==> config.mk <==
export PLATFORM = sky130hd
export DESIGN_NAME = bounded_stack_with_search_flat
export DESIGN_NICKNAME = d
export VERILOG_FILES = /design/src/rtl/bss_pkg.sv /design/src/rtl/bss_in_if.sv /design/src/rtl/bss_out_if.sv /design/src/rtl/bounded_stack_with_search.sv /design/src/rtl/bss_ctrl.sv /design/src/rtl/bss_dp.sv /design/src/flat_wrapper.sv
export SDC_FILE = /design/constraint.sdc
export NUM_CORES = 1
export LEC_CHECK = 0
export BUFFER_PORTS_ARGS = -buffer_cell sky130_fd_sc_hd__buf_2
export CAP_MARGIN = 20
export CORE_ASPECT_RATIO = 0.5
export CORE_MARGIN = 8
export CORE_UTILIZATION = 55
export CTS_CLUSTER_SIZE = 28
export DETAILED_ROUTE_END_ITERATION = 6
export PLACE_DENSITY = 0.79
export SYNTH_ARGS = -nofsm -noshare
export SYNTH_HDL_FRONTEND = slang
export SYNTH_SLANG_ARGS = --single-unit
==> constraint.sdc <==
create_clock -name i_clk -period 4.6 [get_ports i_clk]
set_input_delay 0.46 -clock i_clk [delete_from_list [all_inputs] [get_ports i_clk]]
set_output_delay 0.46 -clock i_clk [all_outputs]
set_load 0.01 [all_outputs]
==> src/rtl/bss_pkg.sv <==
`timescale 1ns / 1ps
`default_nettype none
// ----------------------------------------------------------------------------
// bss_pkg
// Shared types, codes and widths for the bounded stack with search.
// ----------------------------------------------------------------------------
package bss_pkg;

    localparam int BSS_DEPTH_DEF = 8;
    localparam int MODE_W        = 2;
    localparam int DATA_W        = 32;
    localparam int STATUS_W      = 3;
    localparam int POS_W         = 4;

    typedef enum logic [MODE_W-1:0] {
        MODE_PUSH   = 2'd0,
        MODE_POP    = 2'd1,
        MODE_DUMP   = 2'd2,
        MODE_SEARCH = 2'd3
    } t_mode;

    typedef enum logic [STATUS_W-1:0] {
        ST_OK       = 3'd0,
        ST_OVERFLOW = 3'd1,
        ST_UNDERFLOW= 3'd2,
        ST_EMPTY    = 3'd3,
        ST_FOUND    = 3'd4,
        ST_NOTFOUND = 3'd5
    } t_status;

    typedef enum logic [2:0] {
        S_IDLE,
        S_EXEC,
        S_POP_OUT,
        S_DUMP,
        S_SCAN
    } t_state;

    // controller to datapath
    typedef struct packed {
        logic    in_ready;
        logic    latch;
        logic    push_wr;
        logic    rd_top;
        logic    cnt_dec;
        logic    rd_bot;
        logic    rd_down;
        logic    rd_up;
        logic    emit;
        t_status emit_status;
        logic    emit_data;
        logic    emit_pos;
        logic    emit_last;
    } t_ctrl_cmd;

    // datapath to controller
    typedef struct packed {
        t_mode mode;
        logic  empty;
        logic  full;
        logic  match;
        logic  ptr_zero;
        logic  ptr_top;
        logic  out_free;
    } t_ctrl_stat;

endpackage
`default_nettype wire

==> src/rtl/bss_in_if.sv <==
`timescale 1ns / 1ps
`default_nettype none
// ----------------------------------------------------------------------------
// bss_in_if
// Request channel: operation code and operand with valid/ready handshake.
// ----------------------------------------------------------------------------
interface bss_in_if import bss_pkg::*; ();
    logic                     valid;
    logic                     ready;
    logic [MODE_W-1:0]        mode;
    logic signed [DATA_W-1:0] operand_value;

    modport source (output valid, output mode, output operand_value, input ready);
    modport sink   (input valid, input mode, input operand_value, output ready);
endinterface
`default_nettype wire

==> src/rtl/bss_out_if.sv <==
`timescale 1ns / 1ps
`default_nettype none
// ----------------------------------------------------------------------------
// bss_out_if
// Result channel: status, data, position and last mark with valid/ready.
// ----------------------------------------------------------------------------
interface bss_out_if import bss_pkg::*; ();
    logic                     valid;
    logic                     ready;
    logic [STATUS_W-1:0]      status;
    logic signed [DATA_W-1:0] data_value;
    logic [POS_W-1:0]         position;
    logic                     last;

    modport source (output valid, output status, output data_value, output position,
                    output last, input ready);
    modport sink   (input valid, input status, input data_value, input position,
                    input last, output ready);
endinterface
`default_nettype wire

==> src/rtl/bounded_stack_with_search.sv <==
`timescale 1ns / 1ps
`default_nettype none
// results: push and refused ops answer from the execute state once the request is taken,
//   pop after a top read, dump one result per entry, search after up to fill count reads
// throughput: one request at a time; dump and search walk the entry memory through its
//   single registered read port, one entry per cycle; dump pauses on a held result
// reset: fill count and sequencer clear, stack empty; entry memory is not cleared
// ----------------------------------------------------------------------------
// bounded_stack_with_search
// Fixed-depth stack of signed words with push, pop, dump and key search.
// ----------------------------------------------------------------------------
module bounded_stack_with_search import bss_pkg::*; #(
    parameter int DEPTH = BSS_DEPTH_DEF
) (
    input  wire logic i_clk,
    input  wire logic i_rst_n,
    bss_in_if.sink    i_req,
    bss_out_if.source o_rsp
);

    t_ctrl_cmd  cmd;
    t_ctrl_stat stat;

    assign i_req.ready = cmd.in_ready;

    bss_ctrl u_ctrl (
        .i_clk   (i_clk),
        .i_rst_n (i_rst_n),
        .i_valid (i_req.valid),
        .i_stat  (stat),
        .o_cmd   (cmd)
    );

    bss_dp #(
        .DEPTH (DEPTH)
    ) u_dp (
        .i_clk       (i_clk),
        .i_rst_n     (i_rst_n),
        .i_cmd       (cmd),
        .i_mode      (i_req.mode),
        .i_operand   (i_req.operand_value),
        .i_out_ready (o_rsp.ready),
        .o_stat      (stat),
        .o_out_valid (o_rsp.valid),
        .o_status    (o_rsp.status),
        .o_data      (o_rsp.data_value),
        .o_position  (o_rsp.position),
        .o_last      (o_rsp.last)
    );

endmodule
`default_nettype wire

==> src/rtl/bss_ctrl.sv <==
`timescale 1ns / 1ps
`default_nettype none
// ----------------------------------------------------------------------------
// bss_ctrl
// Sequencer for push, pop, dump walk and bottom-up search.
// ----------------------------------------------------------------------------
module bss_ctrl import bss_pkg::*; (
    input  wire logic       i_clk,
    input  wire logic       i_rst_n,
    input  wire logic       i_valid,
    input  wire t_ctrl_stat i_stat,
    output t_ctrl_cmd       o_cmd
);

    t_state r_state;
    t_state n_state;

    always_ff @(posedge i_clk) begin
        if (!i_rst_n) begin
            r_state <= S_IDLE;
        end else begin
            r_state <= n_state;
        end
    end

    always_comb begin
        n_state = r_state;
        case (r_state)
            S_IDLE: begin
                if (i_valid) n_state = S_EXEC;
            end
            S_EXEC: begin
                case (i_stat.mode)
                    MODE_PUSH: begin
                        if (i_stat.out_free) n_state = S_IDLE;
                    end
                    MODE_POP: begin
                        if (!i_stat.empty)        n_state = S_POP_OUT;
                        else if (i_stat.out_free) n_state = S_IDLE;
                    end
                    MODE_DUMP: begin
                        if (!i_stat.empty)        n_state = S_DUMP;
                        else if (i_stat.out_free) n_state = S_IDLE;
                    end
                    MODE_SEARCH: begin
                        if (!i_stat.empty)        n_state = S_SCAN;
                        else if (i_stat.out_free) n_state = S_IDLE;
                    end
                    default: n_state = S_IDLE;
                endcase
            end
            S_POP_OUT: begin
                if (i_stat.out_free) n_state = S_IDLE;
            end
            S_DUMP: begin
                if (i_stat.out_free && i_stat.ptr_zero) n_state = S_IDLE;
            end
            S_SCAN: begin
                if ((i_stat.match || i_stat.ptr_top) && i_stat.out_free) n_state = S_IDLE;
            end
            default: n_state = S_IDLE;
        endcase
    end

    always_comb begin
        o_cmd             = '0;
        o_cmd.emit_status = ST_OK;
        case (r_state)
            S_IDLE: begin
                o_cmd.in_ready = 1'b1;
                o_cmd.latch    = i_valid;
            end
            S_EXEC: begin
                case (i_stat.mode)
                    MODE_PUSH: begin
                        o_cmd.emit        = i_stat.out_free;
                        o_cmd.emit_last   = 1'b1;
                        o_cmd.push_wr     = i_stat.out_free && !i_stat.full;
                        o_cmd.emit_status = i_stat.full ? ST_OVERFLOW : ST_OK;
                    end
                    MODE_POP: begin
                        if (i_stat.empty) begin
                            o_cmd.emit        = i_stat.out_free;
                            o_cmd.emit_last   = 1'b1;
                            o_cmd.emit_status = ST_UNDERFLOW;
                        end else begin
                            o_cmd.rd_top  = 1'b1;
                            o_cmd.cnt_dec = 1'b1;
                        end
                    end
                    MODE_DUMP: begin
                        if (i_stat.empty) begin
                            o_cmd.emit        = i_stat.out_free;
                            o_cmd.emit_last   = 1'b1;
                            o_cmd.emit_status = ST_EMPTY;
                        end else begin
                            o_cmd.rd_top = 1'b1;
                        end
                    end
                    MODE_SEARCH: begin
                        if (i_stat.empty) begin
                            o_cmd.emit        = i_stat.out_free;
                            o_cmd.emit_last   = 1'b1;
                            o_cmd.emit_status = ST_NOTFOUND;
                        end else begin
                            o_cmd.rd_bot = 1'b1;
                        end
                    end
                    default: ;
                endcase
            end
            S_POP_OUT: begin
                o_cmd.emit      = i_stat.out_free;
                o_cmd.emit_data = 1'b1;
                o_cmd.emit_last = 1'b1;
            end
            S_DUMP: begin
                o_cmd.emit      = i_stat.out_free;
                o_cmd.emit_data = 1'b1;
                o_cmd.emit_last = i_stat.ptr_zero;
                o_cmd.rd_down   = i_stat.out_free && !i_stat.ptr_zero;
            end
            S_SCAN: begin
                if (i_stat.match) begin
                    o_cmd.emit        = i_stat.out_free;
                    o_cmd.emit_pos    = 1'b1;
                    o_cmd.emit_last   = 1'b1;
                    o_cmd.emit_status = ST_FOUND;
                end else if (i_stat.ptr_top) begin
                    o_cmd.emit        = i_stat.out_free;
                    o_cmd.emit_last   = 1'b1;
                    o_cmd.emit_status = ST_NOTFOUND;
                end else begin
                    o_cmd.rd_up = 1'b1;
                end
            end
            default: ;
        endcase
    end

endmodule
`default_nettype wire

==> src/rtl/bss_dp.sv <==
`timescale 1ns / 1ps
`default_nettype none
// ----------------------------------------------------------------------------
// bss_dp
// Entry memory, fill count, walk pointer, key compare and result register.
// ----------------------------------------------------------------------------
module bss_dp import bss_pkg::*; #(
    parameter int DEPTH = BSS_DEPTH_DEF
) (
    input  wire logic                     i_clk,
    input  wire logic                     i_rst_n,
    input  wire t_ctrl_cmd                i_cmd,
    input  wire logic [MODE_W-1:0]        i_mode,
    input  wire logic signed [DATA_W-1:0] i_operand,
    input  wire logic                     i_out_ready,
    output t_ctrl_stat                    o_stat,
    output logic                          o_out_valid,
    output logic [STATUS_W-1:0]           o_status,
    output logic signed [DATA_W-1:0]      o_data,
    output logic [POS_W-1:0]              o_position,
    output logic                          o_last
);

    localparam int CW = $clog2(DEPTH + 1);
    localparam int AW = (DEPTH > 1) ? $clog2(DEPTH) : 1;

    logic [DATA_W-1:0] r_mem [DEPTH];
    logic [DATA_W-1:0] r_rd_data;
    logic [DATA_W-1:0] r_key;
    t_mode             r_mode;
    logic [CW-1:0]     r_count;
    logic [CW-1:0]     n_count;
    logic [AW-1:0]     r_ptr;
    logic [AW-1:0]     n_ptr;
    logic              rd_en;
    logic [CW-1:0]     ptr_ext;
    logic [CW-1:0]     pos_diff;

    logic                r_out_valid;
    logic [STATUS_W-1:0] r_out_status;
    logic [DATA_W-1:0]   r_out_data;
    logic [POS_W-1:0]    r_out_pos;
    logic                r_out_last;

    assign rd_en    = i_cmd.rd_top || i_cmd.rd_bot || i_cmd.rd_down || i_cmd.rd_up;
    assign ptr_ext  = CW'(r_ptr);
    assign pos_diff = r_count - ptr_ext;

    always_comb begin
        n_ptr = r_ptr;
        if (i_cmd.rd_top)       n_ptr = AW'(r_count - 1'b1);
        else if (i_cmd.rd_bot)  n_ptr = '0;
        else if (i_cmd.rd_down) n_ptr = r_ptr - 1'b1;
        else if (i_cmd.rd_up)   n_ptr = r_ptr + 1'b1;
    end

    always_comb begin
        n_count = r_count;
        if (i_cmd.push_wr)      n_count = r_count + 1'b1;
        else if (i_cmd.cnt_dec) n_count = r_count - 1'b1;
    end

    always_ff @(posedge i_clk) begin
        if (i_cmd.push_wr) r_mem[AW'(r_count)] <= r_key;
    end

    // read data holds while the walk waits on the result register
    always_ff @(posedge i_clk) begin
        if (rd_en) r_rd_data <= r_mem[n_ptr];
    end

    always_ff @(posedge i_clk) begin
        if (!i_rst_n) begin
            r_count <= '0;
            r_ptr   <= '0;
        end else begin
            r_count <= n_count;
            r_ptr   <= n_ptr;
        end
    end

    always_ff @(posedge i_clk) begin
        if (i_cmd.latch) begin
            r_mode <= t_mode'(i_mode);
            r_key  <= i_operand;
        end
    end

    always_ff @(posedge i_clk) begin
        if (!i_rst_n) begin
            r_out_valid <= 1'b0;
        end else if (i_cmd.emit) begin
            r_out_valid <= 1'b1;
        end else if (i_out_ready) begin
            r_out_valid <= 1'b0;
        end
    end

    always_ff @(posedge i_clk) begin
        if (i_cmd.emit) begin
            r_out_status <= i_cmd.emit_status;
            r_out_data   <= i_cmd.emit_data ? r_rd_data : '0;
            r_out_pos    <= i_cmd.emit_pos ? POS_W'(pos_diff) : '0;
            r_out_last   <= i_cmd.emit_last;
        end
    end

    assign o_stat.mode     = r_mode;
    assign o_stat.empty    = (r_count == '0);
    assign o_stat.full     = (r_count == CW'(DEPTH));
    assign o_stat.match    = (r_rd_data == r_key);
    assign o_stat.ptr_zero = (r_ptr == '0);
    assign o_stat.ptr_top  = ((ptr_ext + 1'b1) == r_count);
    assign o_stat.out_free = !r_out_valid || i_out_ready;

    assign o_out_valid = r_out_valid;
    assign o_status    = r_out_status;
    assign o_data      = r_out_data;
    assign o_position  = r_out_pos;
    assign o_last      = r_out_last;

    a_count_bound: assert property (@(posedge i_clk) disable iff (!i_rst_n)
        r_count <= CW'(DEPTH))
        else $error("fill count beyond depth");

    a_emit_free: assert property (@(posedge i_clk) disable iff (!i_rst_n)
        i_cmd.emit |-> (!r_out_valid || i_out_ready))
        else $error("result overwritten before taken");

    a_push_room: assert property (@(posedge i_clk) disable iff (!i_rst_n)
        i_cmd.push_wr |-> (r_count != CW'(DEPTH)))
        else $error("write into a full stack");

    a_push_count: assert property (@(posedge i_clk) disable iff (!i_rst_n)
        i_cmd.push_wr |=> (r_count == CW'($past(r_count) + 1'b1)))
        else $error("push did not grow the stack");

    a_pop_nonempty: assert property (@(posedge i_clk) disable iff (!i_rst_n)
        i_cmd.cnt_dec |-> (r_count != '0))
        else $error("pop from an empty stack");

endmodule
`default_nettype wire
==> src/flat_wrapper.sv <==
// flat-port wrapper written by rule: the top's interface ports become plain ports
module bounded_stack_with_search_flat import bss_pkg::*;
#(
    parameter int DEPTH = BSS_DEPTH_DEF
)
  (i_clk, i_rst_n, i_req_valid, i_req_mode, i_req_operand_value, i_req_ready, o_rsp_valid, o_rsp_status, o_rsp_data_value, o_rsp_position, o_rsp_last, o_rsp_ready);
  bss_in_if i_req_i ();
  bss_out_if o_rsp_i ();
  input  wire logic i_clk;
  input  wire logic i_rst_n;
  input wire logic [$bits(i_req_i.valid)-1:0] i_req_valid;
  input wire logic [$bits(i_req_i.mode)-1:0] i_req_mode;
  input wire logic [$bits(i_req_i.operand_value)-1:0] i_req_operand_value;
  output wire logic [$bits(i_req_i.ready)-1:0] i_req_ready;
  output wire logic [$bits(o_rsp_i.valid)-1:0] o_rsp_valid;
  output wire logic [$bits(o_rsp_i.status)-1:0] o_rsp_status;
  output wire logic [$bits(o_rsp_i.data_value)-1:0] o_rsp_data_value;
  output wire logic [$bits(o_rsp_i.position)-1:0] o_rsp_position;
  output wire logic [$bits(o_rsp_i.last)-1:0] o_rsp_last;
  input wire logic [$bits(o_rsp_i.ready)-1:0] o_rsp_ready;
  assign i_req_i.valid = i_req_valid;
  assign i_req_i.mode = i_req_mode;
  assign i_req_i.operand_value = i_req_operand_value;
  assign i_req_ready = i_req_i.ready;
  assign o_rsp_valid = o_rsp_i.valid;
  assign o_rsp_status = o_rsp_i.status;
  assign o_rsp_data_value = o_rsp_i.data_value;
  assign o_rsp_position = o_rsp_i.position;
  assign o_rsp_last = o_rsp_i.last;
  assign o_rsp_i.ready = o_rsp_ready;
  bounded_stack_with_search #(.DEPTH(DEPTH)) u_core (.i_clk(i_clk), .i_rst_n(i_rst_n), .i_req(i_req_i), .o_rsp(o_rsp_i));
endmodule
==> reports/metrics.cfg <==
[worst_setup_path]
slowest_stage = and3_4
endpoint_kind = flip-flop
cp_num_buf_inv = 1
crit_required_ns = 4.93
crit_type = flip-flop to flip-flop
critical_path.top_delay_family = simple AND/OR/NAND/NOR gates
crit_path_max_incr_delay_ns = 0.72
arrival_ns = 4.48
critPathLaunchType = flip-flop
path_cells = xor2_1 -> nor4_1 -> nand4_1 -> o2111ai_1 -> and3_4 -> buf_4 -> mux2i_1 -> a21oi_1 -> o211a_1
crit_fanout = 47

[synth]
synthFlopType = edfxtp_1
synth_nets = 1047
ys_warn_count = 0
synth.avg_cell_area_um2 = 15.61
synth_edf_count = 362
synth_seq_area_share_pct = 71.41
netlist_instances = 995
syn_area_um2 = 15530
synthArstFlopShare_pct = 0
ys_ff_latch = 373
synth.distinct_cells = 56

[worst_hold_path]
hold_class = primary input to flip-flop

[sta]
drv_slew = 0
fin_crit_sh_pct = 90.20
hold_viol_final = 0
rsz0062_at_grt = false
fmax_ghz = 0.2410
setup_tns_ns = 0
final.min_clock_period_ns = 4.149
setup_slack_ns = 0.4509
relSlewSlack_pct = 50.99
setup_violations = 0
skew_ns = 0.008042
tightest_slew_ns = 0.7351

[layout]
regArea_um2 = 11090
multi_input_area_um2 = 4106
fin_area_um2 = 17400
nFillCells = 1919
fin_cells = 1473
n_antenna_cell = 0
layout_common_cells = 362 x edfxtp_1, 79 x buf_2, 74 x a21oi_1
synthToLayoutAreaGrowth_pct = 12.02
final_nets = 1123
final_common_cell = edfxtp_1
layout-drive-gt1-share_pct = 18.33

[clock_network]
cts_htree_levels = 1
cts_root_buf = clkbuf_16
cts.sinks = 373
cts_buffers = 31
clockBufferDepth = 3
insertion_delay_ns = 0.58
cts.repair.resized = 0
clkTransAtPathRegs_ns = 0.07
cts_tree = done
cts_hold_buf = 0
cts_setup_buffers = 0

[global_routing]
grt_max_degree = 65
grt_usage_pct = 20.39
grt_pass1_wl_um = 53420
antenna_found_initial = 0
grt_overflow = 0
grt_pass1_vias = 9233

[route]
vias = 9213
vias_per_cell = 6.255
wl_um = 35740
ant_nets = 0
wire_per_inst_um = 24.26
drt_iter0_drc = 1117
drc = 0
firstDrtPassIters = 5

[placement]
placed_area_um2 = 16390
place.gp.congestion = 0.9230
numPortBuffers = 79
detailedPlace.worstSlack_ns = 0.5878
dpl.cell_count = 1420
dp_hpwl_um = 20500

[floorplan]
row_count = 43
die-area_um2 = 34200
die_h_um = 134.8
pin_count = 80
core_um2 = 27760
initial_core_util_pct = 55.94
die_w_um = 253.7

[outcome]
status = finished clean

[power]
vdd_drop_max_uv = 357.1
power_density_nw_per_um2 = 468.9
power.total_uw = 8158
p_leak_uw = 0.006208

[run]
cap_violations = 0

[path summary, 6_finish.rpt]
path / cells past startpoint / end / slack (ns) / from
max: 9 / u_core.u_dp.r_rd_data[25] / 0.45 / u_core.u_dp.r_key[15]
min: 1 / u_core.u_dp.r_key[25] / 0.05 / i_req_operand_value[25]
max reg2reg: 9 / u_core.u_dp.r_rd_data[25] / 0.45 / u_core.u_dp.r_key[15]
min reg2reg: 1 / u_core.u_dp.o_data[24] / 0.57 / u_core.u_dp.r_rd_data[24]
[cells by family (layout without fill, tap and decap cells)]
family	after synthesis	in the layout	share of synthesized area [%]
fa+ha+maj	14	14	1.176
mux	69	69	4.455
compound gates	224	224	10.77
simple gates	201	201	7.097
xor+xnor	40	40	2.352
buf+inv	74	170	2.739
flops	373	373	71.41
[cell type report]
cell class	instances	share of cell area (%)
clock buffer	41	4.675
clock inverter	12	1.143
inverter	12	0.2589
multi-input combinational	548	23.60
sequential	373	63.75
tap	382	2.747
timing repair buffer	105	3.826
[registers in the layout (all words and copies together) (netlist names)]
name / count
u_core.u_dp.r_mode: 2
u_core.u_dp.o_data: 32
u_core.u_dp.r_ptr: 3
u_core.u_dp.o_last: 1
u_core.u_dp.o_position: 4
u_core.u_dp.o_status: 3
u_core.u_dp.r_mem: 256
u_core.u_dp.r_count: 4
u_core.u_dp.r_rd_data: 32
u_core.u_dp.r_key: 32
u_core.u_ctrl.r_state: 3
u_core.u_dp.o_out_valid: 1
[synthesized netlist by cell type, drive strengths merged, types with 6 or more instances]
cell    count  area share [%]
nor4        9            0.36
nor3       73             2.4
edfxtp    362              70
o211a      32             2.1
a22oi      33             1.6
buf        44             2.0
nor2       20            0.53
o21ai      37             1.2
a21oi      75             2.4
and2       39             1.6
nand3       7            0.23
ha         13             1.0
nand2      19            0.46
clkbuf     18            0.43
nand4       6            0.28
dfxtp      11             1.4
inv        12            0.29
mux2i      68             4.4
xor2       34             1.9
a211oi     31             2.5
[through the flow]
| step | hold WS (ns) | utilization (%) |
|---|---|---|
| 4_1_cts | 0.03571 | 62.67 |
| 5_1_grt | 0.03619 | 62.67 |
| 2_1_floorplan | 0.5151 | - |
| 3_5_place_dp | 0.5579 | 59.02 |
| 6_report | 0.05390 | 62.67 |
| 3_3_place_gp | 0.5555 | 59.02 |
[power by group]
part,switching [uW],total (uW),internal [uW],leakage (uW)
clock network,1150,2670,1520,0.000487
registers,144,4130,3980,0.00338
logic,850,1360,506,0.00234
total,2150,8160,6010,0.00621
[per-layer routing]
layer | vias to the layer above | global-route usage (%) | wire, um
li1 | 4021 | - | -
met1 | 4597 | 26.80 | 14260
met2 | 506 | 32.97 | 16840
met3 | 89 | 5.159 | 3603
met4 | 0 | 7.150 | 1041
met5 | - | 0 | 0
(Power assumes the default switching activity.)
